[src/rtl/mfd_pkg.sv]
// ----------------------------------------------------------------------------
// mfd_pkg: shared definitions for the marked frame deframer
// Widths, register indexes, reset values and the command/status bundles
// that run between the controller and the datapath.
// ----------------------------------------------------------------------------
package mfd_pkg;

   localparam int BYTE_W      = 8;
   localparam int LEN_W       = 6;
   localparam int IDX_W       = 6;
   localparam int BUF_DEPTH   = 64;
   localparam int CSR_INDEX_W = 2;
   localparam int CSR_DATA_W  = 8;
   localparam int STATE_W     = 3;

   // largest payload the buffer is sized for
   localparam logic [LEN_W-1:0] MAX_PAYLOAD = LEN_W'(62);

   // register indexes
   localparam logic [CSR_INDEX_W-1:0] CSR_MARK_BYTE  = CSR_INDEX_W'(0);
   localparam logic [CSR_INDEX_W-1:0] CSR_MAX_LENGTH = CSR_INDEX_W'(1);

   // register reset values
   localparam logic [BYTE_W-1:0] MARK_BYTE_RESET  = BYTE_W'(126);
   localparam logic [LEN_W-1:0]  MAX_LENGTH_RESET = LEN_W'(62);

   // controller to datapath
   typedef struct packed {
      logic load_len;   // take the length byte, restart the buffer
      logic buf_write;  // store a data or check byte
      logic rd_start;   // start replay at slot zero
      logic rd_next;    // advance replay slot
      logic out_data;   // load output register with replay byte
      logic out_drop;   // load output register with a dropped-frame result
   } mfd_cmd_type;

   // datapath to controller
   typedef struct packed {
      logic is_mark;    // input byte equals the mark
      logic len_ok;     // input byte is a usable length
      logic rem_le1;    // at most one data byte left
      logic out_free;   // output register can take a result this cycle
      logic rd_last;    // current replay slot is the check byte
   } mfd_status_type;

endpackage

[src/rtl/marked_frame_deframer.sv]
// ----------------------------------------------------------------------------
// marked_frame_deframer: byte-serial marked frame parser
// Bytes enter on the req_ channel, one per transaction. Frames are
// start mark, length, data bytes, check byte, end mark. The length must
// differ from the mark and not exceed max_length (capped at 62); a zero
// length still takes one data byte.
// On a good end mark the buffered data bytes and then the check byte come
// out on the rsp_ channel, rsp_last on the check byte. A bad end mark gives
// one result with rsp_status set. Parsing bytes are taken one per
// transaction; after the end mark each result is replayed as a buffer
// read, then an output load, and req_stall is high for the whole replay.
// One output register sits on the rsp_ side; a stalled result holds there.
// An end mark is held off while that register is full and stalled; other
// bytes keep flowing.
// csr_ writes (index 0 mark_byte, 1 max_length) are taken at once.
// Synchronous reset restores mark 126, max_length 62, and waits for a
// start mark; the frame buffer is not cleared.
// ----------------------------------------------------------------------------
module marked_frame_deframer (
   input  logic                            clock,
   input  logic                            reset,
   input  logic                            csr_we,
   input  logic [mfd_pkg::CSR_INDEX_W-1:0] csr_index,
   input  logic [mfd_pkg::CSR_DATA_W-1:0]  csr_wdata,
   input  logic                            req_valid,
   output logic                            req_stall,
   input  logic [mfd_pkg::BYTE_W-1:0]      req_in_byte,
   output logic                            rsp_valid,
   input  logic                            rsp_stall,
   output logic [mfd_pkg::BYTE_W-1:0]      rsp_out_byte,
   output logic                            rsp_is_check,
   output logic [mfd_pkg::LEN_W-1:0]       rsp_frame_length,
   output logic                            rsp_status,
   output logic                            rsp_last
);
   import mfd_pkg::*;

   mfd_cmd_type    cmd;
   mfd_status_type status;

   // sequencer
   mfd_ctrl u_ctrl (
      .clock     (clock),
      .reset     (reset),
      .req_valid (req_valid),
      .req_stall (req_stall),
      .status    (status),
      .cmd       (cmd)
   );

   // registers, buffer and output stage
   mfd_dp u_dp (
      .clock            (clock),
      .reset            (reset),
      .csr_we           (csr_we),
      .csr_index        (csr_index),
      .csr_wdata        (csr_wdata),
      .req_in_byte      (req_in_byte),
      .rsp_valid        (rsp_valid),
      .rsp_stall        (rsp_stall),
      .rsp_out_byte     (rsp_out_byte),
      .rsp_is_check     (rsp_is_check),
      .rsp_frame_length (rsp_frame_length),
      .rsp_status       (rsp_status),
      .rsp_last         (rsp_last),
      .cmd              (cmd),
      .status           (status)
   );

endmodule

[src/rtl/mfd_ctrl.sv]
// ----------------------------------------------------------------------------
// mfd_ctrl: frame parse and replay sequencer
// Walks the frame layout one byte per transaction, then steps the buffer
// replay one result at a time into the output register.
// ----------------------------------------------------------------------------
module mfd_ctrl (
   input  logic                    clock,
   input  logic                    reset,
   input  logic                    req_valid,
   output logic                    req_stall,
   input  mfd_pkg::mfd_status_type status,
   output mfd_pkg::mfd_cmd_type    cmd
);
   import mfd_pkg::*;

   localparam logic [STATE_W-1:0] ST_START  = 3'd0;
   localparam logic [STATE_W-1:0] ST_LENGTH = 3'd1;
   localparam logic [STATE_W-1:0] ST_DATA   = 3'd2;
   localparam logic [STATE_W-1:0] ST_CHECK  = 3'd3;
   localparam logic [STATE_W-1:0] ST_END    = 3'd4;
   localparam logic [STATE_W-1:0] ST_READ   = 3'd5;
   localparam logic [STATE_W-1:0] ST_LOAD   = 3'd6;

   logic [STATE_W-1:0] state_ff;
   logic [STATE_W-1:0] state_in;
   logic               accept;

   // no input during replay; the end mark waits for a free output slot
   assign req_stall = (state_ff == ST_READ) || (state_ff == ST_LOAD) ||
                      ((state_ff == ST_END) && !status.out_free);
   assign accept    = req_valid && !req_stall;

   // next state and commands
   always_comb begin
      state_in = state_ff;
      cmd      = '0;
      unique case (state_ff)
         ST_START: begin
            if (accept && status.is_mark) state_in = ST_LENGTH;
         end
         ST_LENGTH: begin
            if (accept && status.len_ok) begin
               cmd.load_len = 1'b1;
               state_in     = ST_DATA;
            end
         end
         ST_DATA: begin
            if (accept) begin
               cmd.buf_write = 1'b1;
               if (status.rem_le1) state_in = ST_CHECK;
            end
         end
         ST_CHECK: begin
            if (accept) begin
               cmd.buf_write = 1'b1;
               state_in      = ST_END;
            end
         end
         ST_END: begin
            if (accept) begin
               if (status.is_mark) begin
                  cmd.rd_start = 1'b1;
                  state_in     = ST_READ;
               end else begin
                  cmd.out_drop = 1'b1;
                  state_in     = ST_START;
               end
            end
         end
         ST_READ: begin
            // buffer read in flight
            state_in = ST_LOAD;
         end
         ST_LOAD: begin
            if (status.out_free) begin
               cmd.out_data = 1'b1;
               cmd.rd_next  = 1'b1;
               state_in     = status.rd_last ? ST_START : ST_READ;
            end
         end
         default: begin
            state_in = ST_START;
         end
      endcase
   end

   // state register
   always_ff @(posedge clock) begin
      if (reset) begin
         state_ff <= ST_START;
      end else begin
         state_ff <= state_in;
      end
   end

endmodule

[src/rtl/mfd_dp.sv]
// ----------------------------------------------------------------------------
// mfd_dp: deframer datapath
// Configuration registers, length and index counters, the frame buffer
// and the result output register.
// ----------------------------------------------------------------------------
module mfd_dp (
   input  logic                                clock,
   input  logic                                reset,
   input  logic                                csr_we,
   input  logic [mfd_pkg::CSR_INDEX_W-1:0]     csr_index,
   input  logic [mfd_pkg::CSR_DATA_W-1:0]      csr_wdata,
   input  logic [mfd_pkg::BYTE_W-1:0]          req_in_byte,
   output logic                                rsp_valid,
   input  logic                                rsp_stall,
   output logic [mfd_pkg::BYTE_W-1:0]          rsp_out_byte,
   output logic                                rsp_is_check,
   output logic [mfd_pkg::LEN_W-1:0]           rsp_frame_length,
   output logic                                rsp_status,
   output logic                                rsp_last,
   input  mfd_pkg::mfd_cmd_type                cmd,
   output mfd_pkg::mfd_status_type             status
);
   import mfd_pkg::*;

   logic [BYTE_W-1:0] mark_ff;
   logic [LEN_W-1:0]  max_len_ff;
   logic [LEN_W-1:0]  limit;

   logic [LEN_W-1:0]  rem_ff,  rem_in;
   logic [LEN_W-1:0]  held_ff, held_in;
   logic [IDX_W-1:0]  wr_idx_ff, wr_idx_in;
   logic [IDX_W-1:0]  rd_idx_ff, rd_idx_in;

   logic [BYTE_W-1:0] buf_mem [BUF_DEPTH];
   logic [BYTE_W-1:0] rd_data_ff;

   logic              out_valid_ff, out_valid_in;
   logic [BYTE_W-1:0] out_byte_ff,  out_byte_in;
   logic              out_check_ff, out_check_in;
   logic [LEN_W-1:0]  out_len_ff,   out_len_in;
   logic              out_stat_ff,  out_stat_in;
   logic              out_last_ff,  out_last_in;

   // configuration registers
   always_ff @(posedge clock) begin
      if (reset) begin
         mark_ff    <= MARK_BYTE_RESET;
         max_len_ff <= MAX_LENGTH_RESET;
      end else if (csr_we) begin
         if (csr_index == CSR_MARK_BYTE)  mark_ff    <= csr_wdata[BYTE_W-1:0];
         if (csr_index == CSR_MAX_LENGTH) max_len_ff <= csr_wdata[LEN_W-1:0];
      end
   end

   // status to the controller
   assign limit           = (max_len_ff > MAX_PAYLOAD) ? MAX_PAYLOAD : max_len_ff;
   assign status.is_mark  = (req_in_byte == mark_ff);
   assign status.len_ok   = !status.is_mark &&
                            (req_in_byte <= {{(BYTE_W-LEN_W){1'b0}}, limit});
   assign status.rem_le1  = (rem_ff <= LEN_W'(1));
   assign status.out_free = !out_valid_ff || !rsp_stall;
   assign status.rd_last  = (IDX_W'(rd_idx_ff + 1'b1) == wr_idx_ff);

   // counters
   always_comb begin
      rem_in    = rem_ff;
      held_in   = held_ff;
      wr_idx_in = wr_idx_ff;
      rd_idx_in = rd_idx_ff;
      if (cmd.load_len) begin
         held_in   = req_in_byte[LEN_W-1:0];
         rem_in    = req_in_byte[LEN_W-1:0];
         wr_idx_in = '0;
      end
      if (cmd.buf_write) begin
         wr_idx_in = IDX_W'(wr_idx_ff + 1'b1);
         rem_in    = status.rem_le1 ? '0 : LEN_W'(rem_ff - 1'b1);
      end
      if (cmd.rd_start) rd_idx_in = '0;
      if (cmd.rd_next)  rd_idx_in = IDX_W'(rd_idx_ff + 1'b1);
   end

   always_ff @(posedge clock) begin
      if (reset) begin
         rem_ff    <= '0;
         held_ff   <= '0;
         wr_idx_ff <= '0;
         rd_idx_ff <= '0;
      end else begin
         rem_ff    <= rem_in;
         held_ff   <= held_in;
         wr_idx_ff <= wr_idx_in;
         rd_idx_ff <= rd_idx_in;
      end
   end

   // frame buffer: one write port, registered read
   always_ff @(posedge clock) begin
      if (cmd.buf_write) buf_mem[wr_idx_ff] <= req_in_byte;
      rd_data_ff <= buf_mem[rd_idx_ff];
   end

   // output register
   always_comb begin
      out_valid_in = out_valid_ff && rsp_stall;
      out_byte_in  = out_byte_ff;
      out_check_in = out_check_ff;
      out_len_in   = out_len_ff;
      out_stat_in  = out_stat_ff;
      out_last_in  = out_last_ff;
      if (cmd.out_data) begin
         out_valid_in = 1'b1;
         out_byte_in  = rd_data_ff;
         out_check_in = status.rd_last;
         out_len_in   = held_ff;
         out_stat_in  = 1'b0;
         out_last_in  = status.rd_last;
      end else if (cmd.out_drop) begin
         out_valid_in = 1'b1;
         out_byte_in  = '0;
         out_check_in = 1'b0;
         out_len_in   = held_ff;
         out_stat_in  = 1'b1;
         out_last_in  = 1'b1;
      end
   end

   always_ff @(posedge clock) begin
      if (reset) begin
         out_valid_ff <= 1'b0;
      end else begin
         out_valid_ff <= out_valid_in;
      end
      out_byte_ff  <= out_byte_in;
      out_check_ff <= out_check_in;
      out_len_ff   <= out_len_in;
      out_stat_ff  <= out_stat_in;
      out_last_ff  <= out_last_in;
   end

   assign rsp_valid        = out_valid_ff;
   assign rsp_out_byte     = out_byte_ff;
   assign rsp_is_check     = out_check_ff;
   assign rsp_frame_length = out_len_ff;
   assign rsp_status       = out_stat_ff;
   assign rsp_last         = out_last_ff;

endmodule

[config.mk]
export PLATFORM = sky130hd
export DESIGN_NAME = marked_frame_deframer
export DESIGN_NICKNAME = d
export VERILOG_FILES = /design/src/rtl/mfd_pkg.sv /design/src/rtl/marked_frame_deframer.sv /design/src/rtl/mfd_ctrl.sv /design/src/rtl/mfd_dp.sv
export SDC_FILE = /design/constraint.sdc
export NUM_CORES = 1
export LEC_CHECK = 0
export ABC_AREA = 1
export BUFFER_PORTS_ARGS = -buffer_cell sky130_fd_sc_hd__buf_2
export CORE_MARGIN = 2
export CORE_UTILIZATION = 26
export CTS_CLUSTER_DIAMETER = 150
export CTS_CLUSTER_SIZE = 40
export DETAILED_ROUTE_END_ITERATION = 7
export HOLD_SLACK_MARGIN = 0.05
export SLEW_MARGIN = 20
export SYNTH_ARGS = -nofsm -noshare
export SYNTH_HDL_FRONTEND = slang
export SYNTH_HIERARCHICAL = 1
export SYNTH_SLANG_ARGS = --single-unit
[constraint.sdc]
create_clock -name clock -period 8.2 [get_ports clock]
set_clock_uncertainty 0.05 [all_clocks]
set_input_delay 0.41 -clock clock [delete_from_list [all_inputs] [get_ports clock]]
set_output_delay 0.41 -clock clock [all_outputs]
set_load 0.02 [all_outputs]
Word level (Yosys, flattened, before mapping)
Memory sizes are Yosys's and may differ from the RTL's. A register that Yosys moved wholly into a read port is not among the register bits. Cells that the tools add are included.

Register bits after elaboration: 59. Bits in writable memories: 512. Input bits: 23. Output and inout bits: 19. Logic and storage cells: 101. Memories: 1.

Add/sub/neg operators: 3. Magnitude comparators: 3. Eq/ne operators: 16. Muxes and demuxes: 42. Reductions and logical operators: 23.

Memories: u_dp.buf_mem (words 64, bits a word 8, rd ports 1, clocked after memory_dff 1, wr ports 1, RTL line mfd_dp.sv:34) `logic [BYTE_W-1:0] buf_mem [BUF_DEPTH];`.

Operators by type and width (number): 6-bit two-way mux (10); 3-bit two-way mux (9); 3-bit one-hot mux with 7 select lines (1); 1-bit two-way mux (18); 8-bit two-way mux (2); 2-bit by 1-bit inequality test with 1-bit output, second input constant (7); 6-bit by 1-bit adder with 6-bit output, second input constant (2); 3-bit == test, second input constant (3); 8-bit == test (1); 8-bit by 6-bit less-or-equal comparator with 1-bit output (1); 7-bit AND reduction (1); 3-bit by 2-bit == test with 1-bit output, second input constant (2); 6-bit == test (1); 6-bit > comparator, second input constant (1); 6-bit by 1-bit less-or-equal comparator with 1-bit output, second input constant (1); 1-bit logical AND (6); 2-bit nonzero test (3); 6-bit by 1-bit subtractor with 6-bit output, second input constant (1); 1-bit logical NOT (5); 2-bit two-way mux (2); 2-bit AND reduction (2); 3-bit by 1-bit == test with 1-bit output, second input constant (1); 3-bit logical NOT (1); 1-bit logical OR (3); other kinds (3) (3).

Logic depth before layout (Yosys ltp)
Depth in word-level cells: 12. Depth in mapped cells: 16. Mapped depth without buffers: 16.

By module
The synthesis kept the hierarchy.

By module, submodules not included: mfd_dp (instances 1, cells an instance 2134, area an instance 23732.8 um^2, seq. area each 16816.1 um^2); mfd_ctrl (instances 1, cells an instance 59, area an instance 392.9 um^2, seq. area each 60.1 um^2).

Worst setup path after synthesis
Ideal clock, no wire load.

Path kind: reg2reg. Start: register u_ctrl.state_ff[1]. End: memory u_dp.buf_mem[50][0], enable pin. Arrival: 2.265 ns. Data required time: 7.755 ns. Path slack: 5.490 ns. Cell stages (with the launch flop): 10. Clock period less this slack: 2.710 ns. Path through: dfxtp_1 buf_6 nor2_8 nand2_2 nand2_4 nand2_4 nor2_1 clkbuf_1 nand4_1 nor4_1.

RTL lines: start: declaration (RTL line mfd_ctrl.sv:24) `logic [STATE_W-1:0] state_ff;`; start signal: assignment (RTL line mfd_ctrl.sv:92) `state_ff <= state_in;`; end: declaration (RTL line mfd_dp.sv:34).

==> run_results.csv <==
group,metric,value,unit
floorplan,fp.dieH,309,um
route,drt_wl_total,59.9,mm
floorplan,die_area,95200,um^2
clock_tree,clk_pin_slew,0.14,ns
setup_path,arrival,4.25,ns
clock_tree,clock_latency,0.59,ns
sta,worst_pin_slew,1.03,ns
sta,period_share,49.6,%
logic_synthesis,yosysWarnings,6,
route,remaining_drc_errors,0,
pwr,p_per_area,183,nW/um^2
logic_synthesis,synthArstFlopShare,0,%
sta,tns,0,ns
route,firstDrtPassIters,6,
clock_tree,cts_tree,"done",
pwr,p_leak,8.98,nW
logic_synthesis,ys_ff_latch,579,
layout,syn_to_final_growth,8.14,%
placed_design,dp_hpwl,34.8,mm
route,drt_iter0_markers,1565,
setup_path,critPathMostFrequentCell,"nor2_1",
floorplan,start_util,26.3,%
sta,rsz0062_at_grt,"false",
flow_run,cap_violations,0,
global_routing,grt_max_degree,156,
worst_hold_path,hold_path.class,"input pin to flop",
clock_tree,numCtsBuffers,18,
sta,setup_violations,0,
layout,nets,2200,
setup_path,critPathSlowestCell,"nor2_1",
route,wl_per_cell,17.5,um
setup_path,path_delay_family,"simple AND/OR/NAND/NOR gates",
floorplan,rows,111,
floorplan,die_w,309,um
setup_path,worstPathRequired,8.38,ns
global_routing,grt_pass1_vias,14909,
sta,fin_ws,4.14,ns
pwr,ir_drop,0.202,mV
clock_tree,ctsRootBufferMaster,"clkbuf_16",
layout,postLayoutCoreUtil,28.4,%
setup_path,cp_cell_sequence,"a21oi_2 > nand2_4 > nand2_4 > nor2_1 > inv_1 > nor2_1 > nand2_1 > nor2_1",
placed_design,port_buffers,41,
route,ant_nets,0,
logic_synthesis,synth_most_common_cell,"nand2_1",
logic_synthesis,synth_top_area_share,65.7,%
sta,drv_slew,0,
layout,layout-drive-gt1-share,5.19,%
global_routing,antenna_found_initial,3,
layout,diodes,0,
logic_synthesis,synth_flop_cell,"edfxtp_1",
route,viasPerCell,4.61,
setup_path,cp_num_buf_inv,1,
sta,hold_violations,0,
logic_synthesis,syn-num-nets,2226,
setup_path,end_kind,"flop",
floorplan,coreArea,91800,um^2
setup_path,max_stage_delay,0.76,ns
layout,fillers,9435,
clock_tree,htreeDepth,1,
logic_synthesis,seq_area_frac_synth,70.0,%
setup_path,crit_fanout,13,
logic_synthesis,synth_edf_count,528,
clock_tree,cts_sinks,579,
floorplan,num_io_pins,42,
setup_path,cp-start-kind,"flop",
setup_path,crit_type,"flop to flop",
logic_synthesis,ys_top_cells_by_count,"nand2_1, edfxtp_1, nand3_1, nor2_1, buf_2",
route,num_vias,15773,
global_routing,grt-ovfl-total,0,
placed_design,preCtsSetupSlack,4.24,ns
logic_synthesis,yosysTopAreaCell,"edfxtp_1",
global_routing,grt_use_total,12.3,%
placed_design,place.gp.congestion,0.838,
logic_synthesis,syn_avg_cell_area,11.0,um^2
logic_synthesis,synth_area,24100,um^2
logic_synthesis,synth.area.top_cells,"edfxtp_1, nand2_1, nand3_1, dfxtp_1, nor2_1",
logic_synthesis,syn_inst,2193,
global_routing,grt_pass1_wl,90.1,mm
clock_tree,clk_path_buf_depth,3,
sta,relSlewSlack,31.0,%
logic_synthesis,yosysUniqueCellTypes,37,
status,status,"finished, final reports clean",
sta,max_freq,246,MHz
sta,fin_crit,4.06,ns
[power by group]
part | switching [mW] | internal, mW | leakage (nW)
Clock | 0.840 | 0.452 | 0.260
Sequential | 0.0254 | 3.24 | 5.15
Combinational | 0.163 | 0.0599 | 3.57
[tightest hold or removal path: stages]
cell	delay (ns)
buf_2	0.11
nand2_1	0.09
a21oi_1	0.07
[metal layers]
metal  up-vias  part of all wire [%]  track usage [%]
li1       7492                     -                -
met1      7739                    42             16.6
met2       472                    49             20.9
met3        68                   5.7             1.19
met4         2                   2.8             3.88
met5         -                 0.020                0
[area by class of cell]
type | instances | area [um^2] | share of cell area [%]
sequential | 579 | 16900 | 64.7
multi-input combinational | 1428 | 6320 | 24.2
clock inverter | 1 | 30.0 | 0.115
clock buffer | 31 | 520 | 2.00
tap | 1243 | 1560 | 5.96
inverter | 60 | 238 | 0.911
timing repair buffer | 80 | 538 | 2.06
[registers in the layout (all words and copies together) (netlist names), 3 cells and up]
name / count
u_dp/held_ff: 6
u_dp/rsp_out_byte: 8
u_dp/mark_ff: 8
u_dp/wr_idx_ff: 6
u_dp/buf_mem: 512
u_ctrl/state_ff: 3
u_dp/rsp_frame_length: 6
u_dp/rd_data_ff: 8
u_dp/rd_idx_ff: 6
u_dp/rem_ff: 6
u_dp/max_len_ff: 6
[repair_timing]
action	CTS	global route
resized for setup	0	0
hold buffers	8	0
buffers inserted	0	0
endpoints found under the hold margin	13	0
endpoints found under the setup margin	0	0
[path summary, 6_finish.rpt]
check,from,end,slack [ns],cells past startpoint
max,u_ctrl/state_ff[0],u_dp/buf_mem[34][6],4.14,8
min,csr_index[0],u_dp/max_len_ff[0],0.08,3
max reg2reg,u_ctrl/state_ff[0],u_dp/buf_mem[34][6],4.14,8
min reg2reg,u_dp/held_ff[2],u_dp/rsp_frame_length[2],0.40,0
[cell families (layout without fill, tap and decap cells)]
| group | after synthesis | count (layout) | synth area share, % |
|---|---|---|---|
| compound gates | 51 | 51 | 1.29 |
| xor+xnor | 15 | 15 | 0.545 |
| fa+ha+maj | 10 | 10 | 0.519 |
| buf+inv | 186 | 172 | 3.86 |
| flops | 579 | 579 | 70.0 |
| simple gates | 1352 | 1352 | 23.8 |
[per-stage QoR]
step | instances | hold slack (ns) | total power, mW | area [um^2]
finish | 3422 | 0.0763 | 4.78 | 26100
global route | 3422 | 0.0872 | 4.93 | 26100
CTS | 3421 | 0.0567 | 4.81 | 26100
detailed placement | 3381 | 0.374 | 3.55 | 25400
global placement | 3381 | 0.366 | 3.55 | 25400
floorplan | 2193 | 0.359 | 3.44 | 24100
[cells in the final DEF, fill, tap and decap left out, types with 19 or more instances in the layout]
| cell | netlist | layout |
|---|---|---|
| dfxtp_1 | 51 | 48 |
| nand3_1 | 463 | 463 |
| a21oi_1 | 23 | 23 |
| buf_4 | 31 | 30 |
| inv_1 | 54 | 53 |
| nor2_1 | 94 | 94 |
| buf_2 | 59 | 41 |
| edfxtp_1 | 528 | 528 |
| clkbuf_16 | 0 | 19 |
| nand2_1 | 761 | 761 |
No activity file was read; power rests on OpenSTA's default activity.
